<file path="src/rtl/smms_pkg.sv">
package smms_pkg;

	localparam int DEF_MAX_ROWS = 16;
	localparam int DEF_MAX_COLS = 16;

	localparam int SIZE_W = 5;
	localparam int IDX_W  = 4;
	localparam int DATA_W = 32;

	// request kinds carried on tuser
	localparam logic REQ_LOAD  = 1'b0;
	localparam logic REQ_QUERY = 1'b1;

	// register select, taken from paddr[2]
	localparam logic REG_ROWS = 1'b0;
	localparam logic REG_COLS = 1'b1;

	typedef struct packed {
		logic [SIZE_W-1:0] rows;
		logic [SIZE_W-1:0] cols;
	} smms_sizes_t;

endpackage

</file>
<file path="src/rtl/smms_cfg.sv">
module smms_cfg import smms_pkg::*; (
	input  logic              clk,
	input  logic              arst_n,
	input  logic              psel,
	input  logic              penable,
	input  logic              pwrite,
	input  logic [2:0]        paddr,
	input  logic [31:0]       pwdata,
	output logic [31:0]       prdata,
	output logic              pready,
	output smms_sizes_t       sizes
);

	logic [SIZE_W-1:0] rows_q;
	logic [SIZE_W-1:0] cols_q;
	logic              wr_en;

	assign pready = 1'b1;
	assign wr_en  = psel & penable & pwrite;

	always_ff @(posedge clk or negedge arst_n) begin
		if (!arst_n) begin
			rows_q <= '0;
			cols_q <= '0;
		end else if (wr_en) begin
			unique case (paddr[2])
				REG_ROWS: rows_q <= pwdata[SIZE_W-1:0];
				REG_COLS: cols_q <= pwdata[SIZE_W-1:0];
				default:  rows_q <= rows_q;
			endcase
		end
	end

	always_comb begin
		unique case (paddr[2])
			REG_ROWS: prdata = {{(32-SIZE_W){1'b0}}, rows_q};
			REG_COLS: prdata = {{(32-SIZE_W){1'b0}}, cols_q};
			default:  prdata = '0;
		endcase
	end

	assign sizes.rows = rows_q;
	assign sizes.cols = cols_q;

endmodule

</file>
<file path="config.mk">
export PLATFORM = sky130hd
export DESIGN_NAME = smms_cfg
export DESIGN_NICKNAME = d
export VERILOG_FILES = /design/src/rtl/smms_pkg.sv /design/src/rtl/smms_cfg.sv
export SDC_FILE = /design/constraint.sdc
export NUM_CORES = 1
export LEC_CHECK = 0
export BUFFER_PORTS_ARGS = -buffer_cell sky130_fd_sc_hd__buf_4
export CORE_UTILIZATION = 32
export DETAILED_ROUTE_END_ITERATION = 8
export PLACE_DENSITY = 0.78
export SETUP_SLACK_MARGIN = 0.5
export SLEW_MARGIN = 5
export SYNTH_ARGS = -nofsm -noshare
export SYNTH_HDL_FRONTEND = slang
export SYNTH_SLANG_ARGS = --single-unit
</file>
<file path="constraint.sdc">
create_clock -name clk -period 1 [get_ports clk]
set_clock_uncertainty 0.05 [all_clocks]
set_input_delay 0.2 -clock clk [delete_from_list [all_inputs] [get_ports clk]]
set_output_delay 0.2 -clock clk [all_outputs]
set_load 0.005 [all_outputs]
</file>
==> out/results.env <==
HOLD_VIOL_FINAL=10
PIN_COUNT_OF_THE_BIGGEST_NET_ENTERING_GLOBAL_ROUTING=11
CTS.SINK_COUNT=10
WORST_MIN_DELAY_PATH_CLASS='in -> async'
NUMPLACEDINSTANCES=117
DRC=0
LAYOUT_WORST_PATH_CYCLE_SHARE_PCT=127
DIE_W_UM=48.2
GRT_PASS1_WL_MM=2.00
LAYOUT-DRIVE-GT1-SHARE_PCT=61.6
TOTAL_LEAKAGE_POWER_nW=0.566
DR_TOTAL_VIAS=482
HOLD-WORST-SLACK_NS=-0.286
MAX_FREQ_MHz=785
OUTCOME='complete, but fails checks'
CELLS_ALONG_THE_CRITICAL_PATH='mux2_4 -> buf_6'
CRITPATHMAXSTAGEDELAY_NS=0.39
DESIGN_AREA_UM2=1020
TRITONCTS='built'
TIMING.FINAL.SETUP_VIOLATIONS=20
VIA_PER_INST=3.83
ANTENNA_CELLS_INSERTED=0
LAYOUTNONFILLERINSTCOUNT=126
WORST-PATH-MAX-FANOUT=2
ANTENNA_FOUND_INITIAL=0
VDD.IR_DROP.WORST_V=0.000800
GRT.OVERFLOW.TOTAL=0
AVERAGE_FOOTPRINT_OF_A_SYNTHESIZED_CELL_UM2=11.8
CAPTURING_INSTANCE_OR_PORT_OF_THE_CRITICAL_PATH='prdata[1]'
INSERTION_DELAY_NS=0.25
NUM-FILL-CELLS=186
CRITPATHBUFINV=1
RSZ0062_AT_GRT='yes'
CRIT_TYPE='reg -> out'
CTS_MADE_BUFFERS=3
SYNTH_AREA_LEADERS='dfrtp_1, buf_4, mux2_2, nand4b_4, nand4_2'
DRTITER0DRC=1
WORSTSETUPSTARTPOINTTYPE='flip-flop'
COMMONEST_NON_FILL_NON_TAP_CELL_IN_THE_LAYOUT='conb_1'
ENDPOINT_KIND='output port'
PERIOD_NEEDED_NS=1.27
GP_CONGESTION=0.693
SYNTH.TOP_CELL.AREA_SHARE_PCT=36.6
CTS_CLOCK_PIN_SLEW_FOR_THE_WORST_SETUP_AND_HOLD_PATHS_NS=0.06
CORE_REGION_AREA_UM2=1980
CTSROOTBUFFERMASTER='clkbuf_4'
FF2FF_PATH_DEPTH=4
VIOLATIONS='negative hold slack, negative setup slack'
R2R_SLACK_NS=-0.12
PLACEMENTROWS=16
CELL_INTERNAL_POWER_DISSIPATION_W=0.00123
DRV_SLEW=0
DRT-PASS1-ITER-COUNT=2
CTS.PATH.MAX_BUFFERS=2
PRE_CTS_WS_NS=-0.0835
CLOCK_TREE.HTREE_LEVEL_COUNT=1
DIE_HEIGHT_UM=48.2
POWER.SHARE.SWITCHING_PCT=25.1
YOSYS_REGISTER_BITS=10
NNETSFINAL=141
PORTBUFFERS=25
SYNTH.DISTINCT_CELLS=7
CAP_VIOL_MAX_COUNT=0
AREA_ADDED_BETWEEN_SYNTHESIS_AND_FINISH_PCT=48.8
PLACED_STANDARD_CELL_AREA_UM2=857
SEQ_AREA_UM2=250
POWER_DENSITY_nW_PER_UM2=1620
WORST_EP_REQUIRED_TIME_NS=0.75
SYNTH.YOSYS.WARNINGS=0
GRT_PASS1_VIAS=457
FLOORPLAN.INITIALDENSITY_PCT=34.5
TIMING.SETUP.TNS_NS=-3.36
ROUTED_WIRELENGTH_MM=1.29
TIMING.RR.END='cols_q[3]'
ARRIVAL_NS=1.02
GLOBAL_ROUTER_S_OVERALL_RESOURCE_USAGE_PCT=12.7
DIEAREA_UM2=2330
CATEGORY_OF_CELLS_ACCOUNTING_FOR_THE_LARGEST_SHARE_OF_CRITICAL_PATH_DELAY='flip-flops'
CELL_TAKING_THE_MOST_AREA_AFTER_SYNTHESIS='dfrtp_1'
ROUTED_ANTENNA_NETS=0
SHARE_OF_POWER_BURNED_IN_REGISTERS_PCT=33.2
CRIT_PATH_TOP_DELAY_CELL='dfrtp_1'
MULTIINPUTGATEAREA_UM2=340
LAYOUT.CELLS.MOST_COMMON_LIST='conb_1, buf_4, buf_6'
CRITICAL_PATH.STARTPOINT='cols_q[1]'
NET-SWITCHING-POWER_W=0.000414
WORST-PATH-STAGES=2
YS_SEQ_AREA_SHARE_PCT=36.6
SYNTHESIS.AREA_UM2=684
POST_SYNTH_INST_COUNT=58
CRITICAL_R2R_LAUNCH='cols_q[3]'
LAYOUT_SETUP_WS_NS=-0.273
LOGIC_PWR_SHARE_PCT=51.5
TOP_LEVEL_PORTS=83
POWER_FRAC_CLOCK_PCT=15.4
WIRE_LENGTH_PER_CELL_UM=10.2
cell families after synthesis:
family,Yosys count,synth area share [%]
simple gates,2,5.30
mux,15,24.7
buf+inv,29,32.4
flops,10,36.6
other cells,2,1.10
stage by stage:
step                power [W]  utilization, %
finish                0.00165            51.4
global route          0.00177            51.4
floorplan            0.000818               -
global placement      0.00113            43.2
CTS                   0.00161            49.5
detailed placement    0.00115            43.2
how the worst min path moves through the flow:
stage          startpoint         to  slack [ns]  cells after the start
6_report           arst_n  rows_q[0]       -0.29                      1
5_1_grt            arst_n  cols_q[1]       -0.29                      1
4_1_cts            arst_n  cols_q[1]       -0.29                      1
3_5_place_dp       arst_n  cols_q[1]       -0.01                      1
3_3_place_gp       arst_n  cols_q[1]       -0.02                      1
2_1_floorplan      arst_n  cols_q[0]       -0.15                      0
layout make-up:
cell class              count  share of cell area (%)
flip-flops and latches     10                    24.6
well taps                  27                    3.32
clock buffers               3                    2.21
repair buffers             41                    36.5
multi-input cells          45                    33.4
layer usage:
layer	GRT usage (%)	vias up	wire, µm
li1	-	220	-
met1	14.7	233	495
met2	21.9	29	698
met3	2.59	0	93
met4	6.67	0	0
met5	0	-	0
cells in the mapped netlist:
library cell and n:
nand4b_4 1, buf_6 1, mux2_2 15, conb_1 2
nand4_2 1, dfrtp_1 10, buf_4 28
registers in the layout (all words and copies together) (netlist names):
| name | count |
|---|---|
| cols_q | 5 |
| rows_q | 5 |
power by group through the flow:
stage	sequential (W)	clock, W	combinational [W]
CTS	0.000544	0.000272	0.000792
floorplan	0.000563	0	0.000255
detailed placement	0.000545	0	0.000605
global placement	0.000537	0	0.000593
finish	0.000546	0.000254	0.000848
global route	0.000557	0.000288	0.000928
what timing repair did:
action	4_1_cts	5_1_grt
gates cloned	0	0
gates resized for setup	19	6
buffers inserted	4	2
endpoints found under the setup margin	25	25
endpoints found under the hold margin	10	10
(Power assumes the default switching activity.)
