===== src/rtl/smms_pkg.sv =====
package smms_pkg;

	localparam int DEF_MAX_ROWS = 16;
	localparam int DEF_MAX_COLS = 16;

	localparam int SIZE_W = 5;
	localparam int IDX_W  = 4;
	localparam int DATA_W = 32;

	// request kinds carried on tuser
	localparam logic REQ_LOAD  = 1'b0;
	localparam logic REQ_QUERY = 1'b1;

	// register select, taken from paddr[2]
	localparam logic REG_ROWS = 1'b0;
	localparam logic REG_COLS = 1'b1;

	typedef struct packed {
		logic [SIZE_W-1:0] rows;
		logic [SIZE_W-1:0] cols;
	} smms_sizes_t;

endpackage


===== src/rtl/smms_ctrl.sv =====
module smms_ctrl import smms_pkg::*; #(
	parameter int MAX_ROWS = DEF_MAX_ROWS,
	parameter int MAX_COLS = DEF_MAX_COLS,
	parameter int AW       = 8
) (
	input  logic                     clk,
	input  logic                     arst_n,
	input  smms_sizes_t              sizes,
	input  logic                     in_valid,
	output logic                     in_ready,
	input  logic                     in_type,
	input  logic [IDX_W-1:0]         in_row,
	input  logic [IDX_W-1:0]         in_col,
	input  logic signed [DATA_W-1:0] in_value,
	output logic                     out_valid,
	input  logic                     out_ready,
	output logic                     out_found,
	output logic                     mem_we,
	output logic [AW-1:0]            mem_waddr,
	output logic signed [DATA_W-1:0] mem_wdata,
	output logic                     mem_re,
	output logic [AW-1:0]            mem_raddr,
	input  logic signed [DATA_W-1:0] mem_rdata
);

	localparam logic [2:0] ST_IDLE  = 3'd0;
	localparam logic [2:0] ST_FIRST = 3'd1;
	localparam logic [2:0] ST_LAST  = 3'd2;
	localparam logic [2:0] ST_WALK  = 3'd3;
	localparam logic [2:0] ST_SCAN  = 3'd4;
	localparam logic [2:0] ST_FIN   = 3'd5;

	logic [2:0]               st_q, st_d;
	logic [SIZE_W-1:0]        r_q, r_d;
	logic [SIZE_W-1:0]        c_q, c_d;
	logic                     res_q, res_d;
	logic signed [DATA_W-1:0] target_q;
	logic                     out_valid_q;
	logic                     found_q;

	logic [SIZE_W-1:0]        rows_c;
	logic [SIZE_W-1:0]        cols_c;
	logic [SIZE_W-1:0]        rd_r;
	logic [SIZE_W-1:0]        rd_c;
	logic                     load_ok;
	logic                     in_fire;
	logic                     out_free;

	function automatic logic [AW-1:0] addr_of(input logic [SIZE_W-1:0] r,
			input logic [SIZE_W-1:0] c);
		return AW'(32'(r) * MAX_COLS + 32'(c));
	endfunction

	// size registers above the array bounds are clamped
	assign rows_c = ({{(32-SIZE_W){1'b0}}, sizes.rows} > MAX_ROWS) ?
			SIZE_W'(MAX_ROWS) : sizes.rows;
	assign cols_c = ({{(32-SIZE_W){1'b0}}, sizes.cols} > MAX_COLS) ?
			SIZE_W'(MAX_COLS) : sizes.cols;

	assign load_ok  = (32'(in_row) < MAX_ROWS) && (32'(in_col) < MAX_COLS);
	assign in_ready = (st_q == ST_IDLE);
	assign in_fire  = in_valid & in_ready;
	assign out_free = !out_valid_q || out_ready;

	assign mem_waddr = addr_of({1'b0, in_row}, {1'b0, in_col});
	assign mem_wdata = in_value;
	assign mem_raddr = addr_of(rd_r, rd_c);

	always_comb begin
		st_d   = st_q;
		r_d    = r_q;
		c_d    = c_q;
		res_d  = res_q;
		mem_we = 1'b0;
		mem_re = 1'b0;
		rd_r   = r_q;
		rd_c   = c_q;
		unique case (st_q)
			ST_IDLE: begin
				if (in_fire) begin
					if (in_type == REQ_LOAD) begin
						mem_we = load_ok;
					end else if (rows_c == '0 || cols_c == '0) begin
						res_d = 1'b0;
						st_d  = ST_FIN;
					end else begin
						mem_re = 1'b1;
						rd_r   = '0;
						rd_c   = '0;
						st_d   = ST_FIRST;
					end
				end
			end
			ST_FIRST: begin
				if (target_q < mem_rdata) begin
					res_d = 1'b0;
					st_d  = ST_FIN;
				end else begin
					mem_re = 1'b1;
					rd_r   = rows_c - 1'b1;
					rd_c   = cols_c - 1'b1;
					st_d   = ST_LAST;
				end
			end
			ST_LAST: begin
				if (target_q > mem_rdata) begin
					res_d = 1'b0;
					st_d  = ST_FIN;
				end else begin
					mem_re = 1'b1;
					rd_r   = '0;
					rd_c   = cols_c - 1'b1;
					r_d    = '0;
					st_d   = ST_WALK;
				end
			end
			ST_WALK: begin
				// mem_rdata holds the last entry of row r_q
				if (mem_rdata == target_q) begin
					res_d = 1'b1;
					st_d  = ST_FIN;
				end else if (mem_rdata > target_q) begin
					mem_re = 1'b1;
					rd_r   = r_q;
					rd_c   = cols_c - 1'b1;
					c_d    = cols_c - 1'b1;
					st_d   = ST_SCAN;
				end else if (r_q == rows_c - 1'b1) begin
					res_d = 1'b0;
					st_d  = ST_FIN;
				end else begin
					mem_re = 1'b1;
					rd_r   = r_q + 1'b1;
					rd_c   = cols_c - 1'b1;
					r_d    = r_q + 1'b1;
				end
			end
			ST_SCAN: begin
				if (mem_rdata == target_q) begin
					res_d = 1'b1;
					st_d  = ST_FIN;
				end else if (c_q == '0) begin
					res_d = 1'b0;
					st_d  = ST_FIN;
				end else begin
					mem_re = 1'b1;
					rd_r   = r_q;
					rd_c   = c_q - 1'b1;
					c_d    = c_q - 1'b1;
				end
			end
			ST_FIN: begin
				// hold the answer until the output register frees up
				if (out_free) begin
					st_d = ST_IDLE;
				end
			end
			default: begin
				st_d = ST_IDLE;
			end
		endcase
	end

	always_ff @(posedge clk or negedge arst_n) begin
		if (!arst_n) begin
			st_q        <= ST_IDLE;
			out_valid_q <= 1'b0;
		end else begin
			st_q <= st_d;
			if (st_q == ST_FIN && out_free) begin
				out_valid_q <= 1'b1;
			end else if (out_ready) begin
				out_valid_q <= 1'b0;
			end
		end
	end

	always_ff @(posedge clk) begin
		r_q   <= r_d;
		c_q   <= c_d;
		res_q <= res_d;
		if (in_fire) begin
			target_q <= in_value;
		end
		if (st_q == ST_FIN && out_free) begin
			found_q <= res_q;
		end
	end

	assign out_valid = out_valid_q;
	assign out_found = found_q;

endmodule


===== config.mk =====
export PLATFORM = sky130hd
export DESIGN_NAME = smms_ctrl
export DESIGN_NICKNAME = d
export VERILOG_FILES = /design/src/rtl/smms_pkg.sv /design/src/rtl/smms_ctrl.sv
export SDC_FILE = /design/constraint.sdc
export NUM_CORES = 1
export LEC_CHECK = 0
export ABC_AREA = 1
export BUFFER_PORTS_ARGS = -buffer_cell sky130_fd_sc_hd__buf_2
export CAP_MARGIN = 20
export CORE_MARGIN = 2
export CORE_UTILIZATION = 27
export DETAILED_ROUTE_END_ITERATION = 8
export PLACE_DENSITY_LB_ADDON = 0.2
export RECOVER_POWER = 25
export SKIP_CTS_REPAIR_TIMING = 1
export SYNTH_ARGS = -nofsm -noshare
export SYNTH_HDL_FRONTEND = slang
export SYNTH_SLANG_ARGS = --single-unit
export TNS_END_PERCENT = 50

===== constraint.sdc =====
create_clock -name clk -period 3.9 [get_ports clk]
set_input_delay 0.195 -clock clk [delete_from_list [all_inputs] [get_ports clk]]
set_output_delay 0.195 -clock clk [all_outputs]
set_load 0.05 [all_outputs]

==> flow_metrics.tcl <==
set metrics [dict create \
    syn2layout_area_growth_pct 19.04 \
    hold_viol_final 0 \
    critPathKind "flop to output pin" \
    use_met3 0.02214 \
    intPower_mw 1.553 \
    nNetsFinal 678 \
    start_kind "flop" \
    critPathCaptureType "output pin" \
    synth_fp_nets 588 \
    cts_tree "yes" \
    postSynthCellCount 463 \
    ys_warn_count 0 \
    initial_core_util 0.2770 \
    clkSlewWorstSetupHoldPaths_ps 70 \
    dp_slack_ps 493.7 \
    powerDensity_nw_per_um2 676.4 \
    slew_headroom 0.4410 \
    grt_pass1_wl_um 14550 \
    grt_use_met1 0.1705 \
    critPathMaxFanout 10 \
    vias 3216 \
    async_reset_ff_frac 0.08333 \
    comb_power_share 0.580 \
    period_needed_ps 3561 \
    required_ps 3700 \
    row_count 43 \
    grt_max_degree 33 \
    crit_top_cell "nand2_2" \
    cts-buffers-inserted 5 \
    final_antenna_net_count 0 \
    synth_top_area_cell "edfxtp_1" \
    yosysTopAreaCellShare 0.3436 \
    max_stage_delay_ps 320 \
    viasPerCell 4.381 \
    layout-drive-gt1-share 0.2762 \
    p_leak_nw 2.265 \
    die_x_um 123.3 \
    top_level_ports 140 \
    utilization 0.3297 \
    synth_edf_count 44 \
    ys_ff_latch 48 \
    first_global_vias 2995 \
    path_delay_family "simple AND/OR/NAND/NOR gates" \
    maxSlewViolCount 0 \
    netlist_top_cells_count "nand2_1, inv_1, edfxtp_1" \
    period_share 0.9131 \
    detail_route.iter0.violations 167 \
    syn_area_um2 3845 \
    clkPwrFrac 0.156 \
    die_h_um 123.3 \
    outcome "finished, final reports clean" \
    antenna_found_initial 0 \
    power_frac_seq 0.263 \
    track_usage 0.1232 \
    portBuffers 123 \
    crit_arrival_ps 3370 \
    synth_cell_types 41 \
    nFillCells 1494 \
    dp_cells 725 \
    switchingPower_mw 1.542 \
    clock_sinks 48 \
    drv_cap 0 \
    root_buffer "clkbuf_16" \
    fin_cells 734 \
    peakVddDrop_mv 0.4755 \
    crit_slowest_cell "edfxtp_1" \
    min_path_type "primary input to flop" \
    yosysSeqAreaShare 0.3697 \
    clock_path_buffers 2 \
    synthTopCellsByArea "edfxtp_1, ha_1, nand2_1, buf_4, inv_1" \
    grt_busiest_layer "met2" \
    place_hpwl_um 7739 \
    crit_chain "inv_1 > ha_4 > nand2_1 > nor2_2 > nand2_2 > nor4_4 > nand2_2 > nand2_2 > nand2_4 > nand2_4 > inv_4 > nand2_2 > nand2_2 > nor2_4 > o21ai_1 > nand2_1 > nand2_1 > ha_1 > ha_1 > xnor2_2 > buf_6" \
    drtPass1Iterations 4 \
    drc 0 \
    wl_um 9282 \
    synth_flop_cell "edfxtp_1" \
    core_area_um2 13880 \
    crit_buf_inv 3 \
    rsz0062_at_grt "false" \
    diodes 0 \
    gp_congestion 0.9224 \
    max_freq_mhz 280.8 \
    overflow 0 \
    fin_ws_ps 338.9 \
    finalSetupTns_ps 0 \
    p_sw_frac 0.4982 \
    synth.most_common_cell "nand2_1" \
    h-tree-depth 2 \
    die_area_um2 15210 \
    clock_latency_ps 280 \
    wire_per_inst_um 12.65 \
    worst_slew_pin_slew_ps 832.1 \
    clock_skew_ps 2.969 \
    finalSetupViolations 0 \
    gr-usage-met2 0.1951 \
    syn_area_per_cell_um2 8.304 \
]
[metal layers]
metal	vias up	share of wire
li1	1681	-
met1	1431	0.50
met2	96	0.44
met3	8	0.051
met4	0	0.010
met5	-	0
[stage by stage]
step           area, um^2  hold WS [ps]  power, mW
2_1_floorplan        3855        -100.6      2.219
3_3_place_gp         4402         12.76      2.590
3_5_place_dp         4402         16.82      2.603
4_1_cts              4569        -299.3      3.100
5_1_grt              4577         83.22      3.323
6_report             4577         94.77      3.096
[kinds of logic (layout without fill, tap and decap cells)]
kind of cell               Yosys count  after routing  synth area share
AOI/OAI and AO/OA                   52             52           0.07908
xor gates and xnor gates             7              7           0.01595
adders and majority gates           38             38            0.1237
buffers and inverters              122            213            0.1591
DFF                                 48             48            0.3697
muxes                                1              1          0.002603
and+or+nand+nor                    195            195            0.2499
[path summary, 6_finish.rpt]
kind | from | to | slack (ps) | cells after the start
hold / removal | in_value[3] | target_q[3] | 90 | 1
min in group asynchronous | arst_n | st_q[1] | 260 | 2
setup reg to reg | target_q[31] | res_q | 1150 | 14
max in group asynchronous | arst_n | out_valid | 3520 | 2
hold reg to reg | res_q | out_found | 420 | 0
setup / recovery | target_q[31] | mem_raddr[6] | 340 | 21
[area by class of cell]
class | count | area (um^2) | share of cell area
clock buffer | 5 | 125.1 | 0.02734
timing repair buffer | 127 | 626.9 | 0.1370
tap | 180 | 225.2 | 0.04921
sequential | 48 | 1421 | 0.3106
clock inverter | 3 | 42.54 | 0.009295
inverter | 78 | 295.3 | 0.06452
multi-input combinational | 293 | 1841 | 0.4021
[cell usage in the layout, fill, tap and decap left out, types with 2 or more instances in the layout]
cell type    n
nand3_2      8
buf_4        3
edfxtp_1    44
nor3_1       5
dfrtp_1      4
nand2_4      3
xnor2_1      3
nand4_1      7
nand2_2     11
buf_2      100
o31ai_1      2
clkbuf_16    5
o21ai_1      3
nor2_1      34
nor2_2       7
o21ai_0     14
o221ai_1     4
clkbuf_1    22
nand2_1     82
inv_1       75
a21oi_1     21
o21a_1       2
inv_2        2
xor2_1       3
nand3_1     29
ha_1        37
[power groups by stage]
stage / clock network [mW] / logic, mW / registers, mW
after global routing: 0.522 / 1.97 / 0.831
after floorplan: 0 / 1.41 / 0.814
after global placement: 0 / 1.76 / 0.826
after detailed placement: 0 / 1.78 / 0.826
final: 0.484 / 1.80 / 0.815
after CTS: 0.504 / 1.78 / 0.817
[state kept, by name (all words and copies together), names as in the netlist]
name and cells:
r_q 5, target_q 32, st_q 3, out_found 1, c_q 5, res_q 1
out_valid 1
No activity file was read; power rests on OpenSTA's default activity.
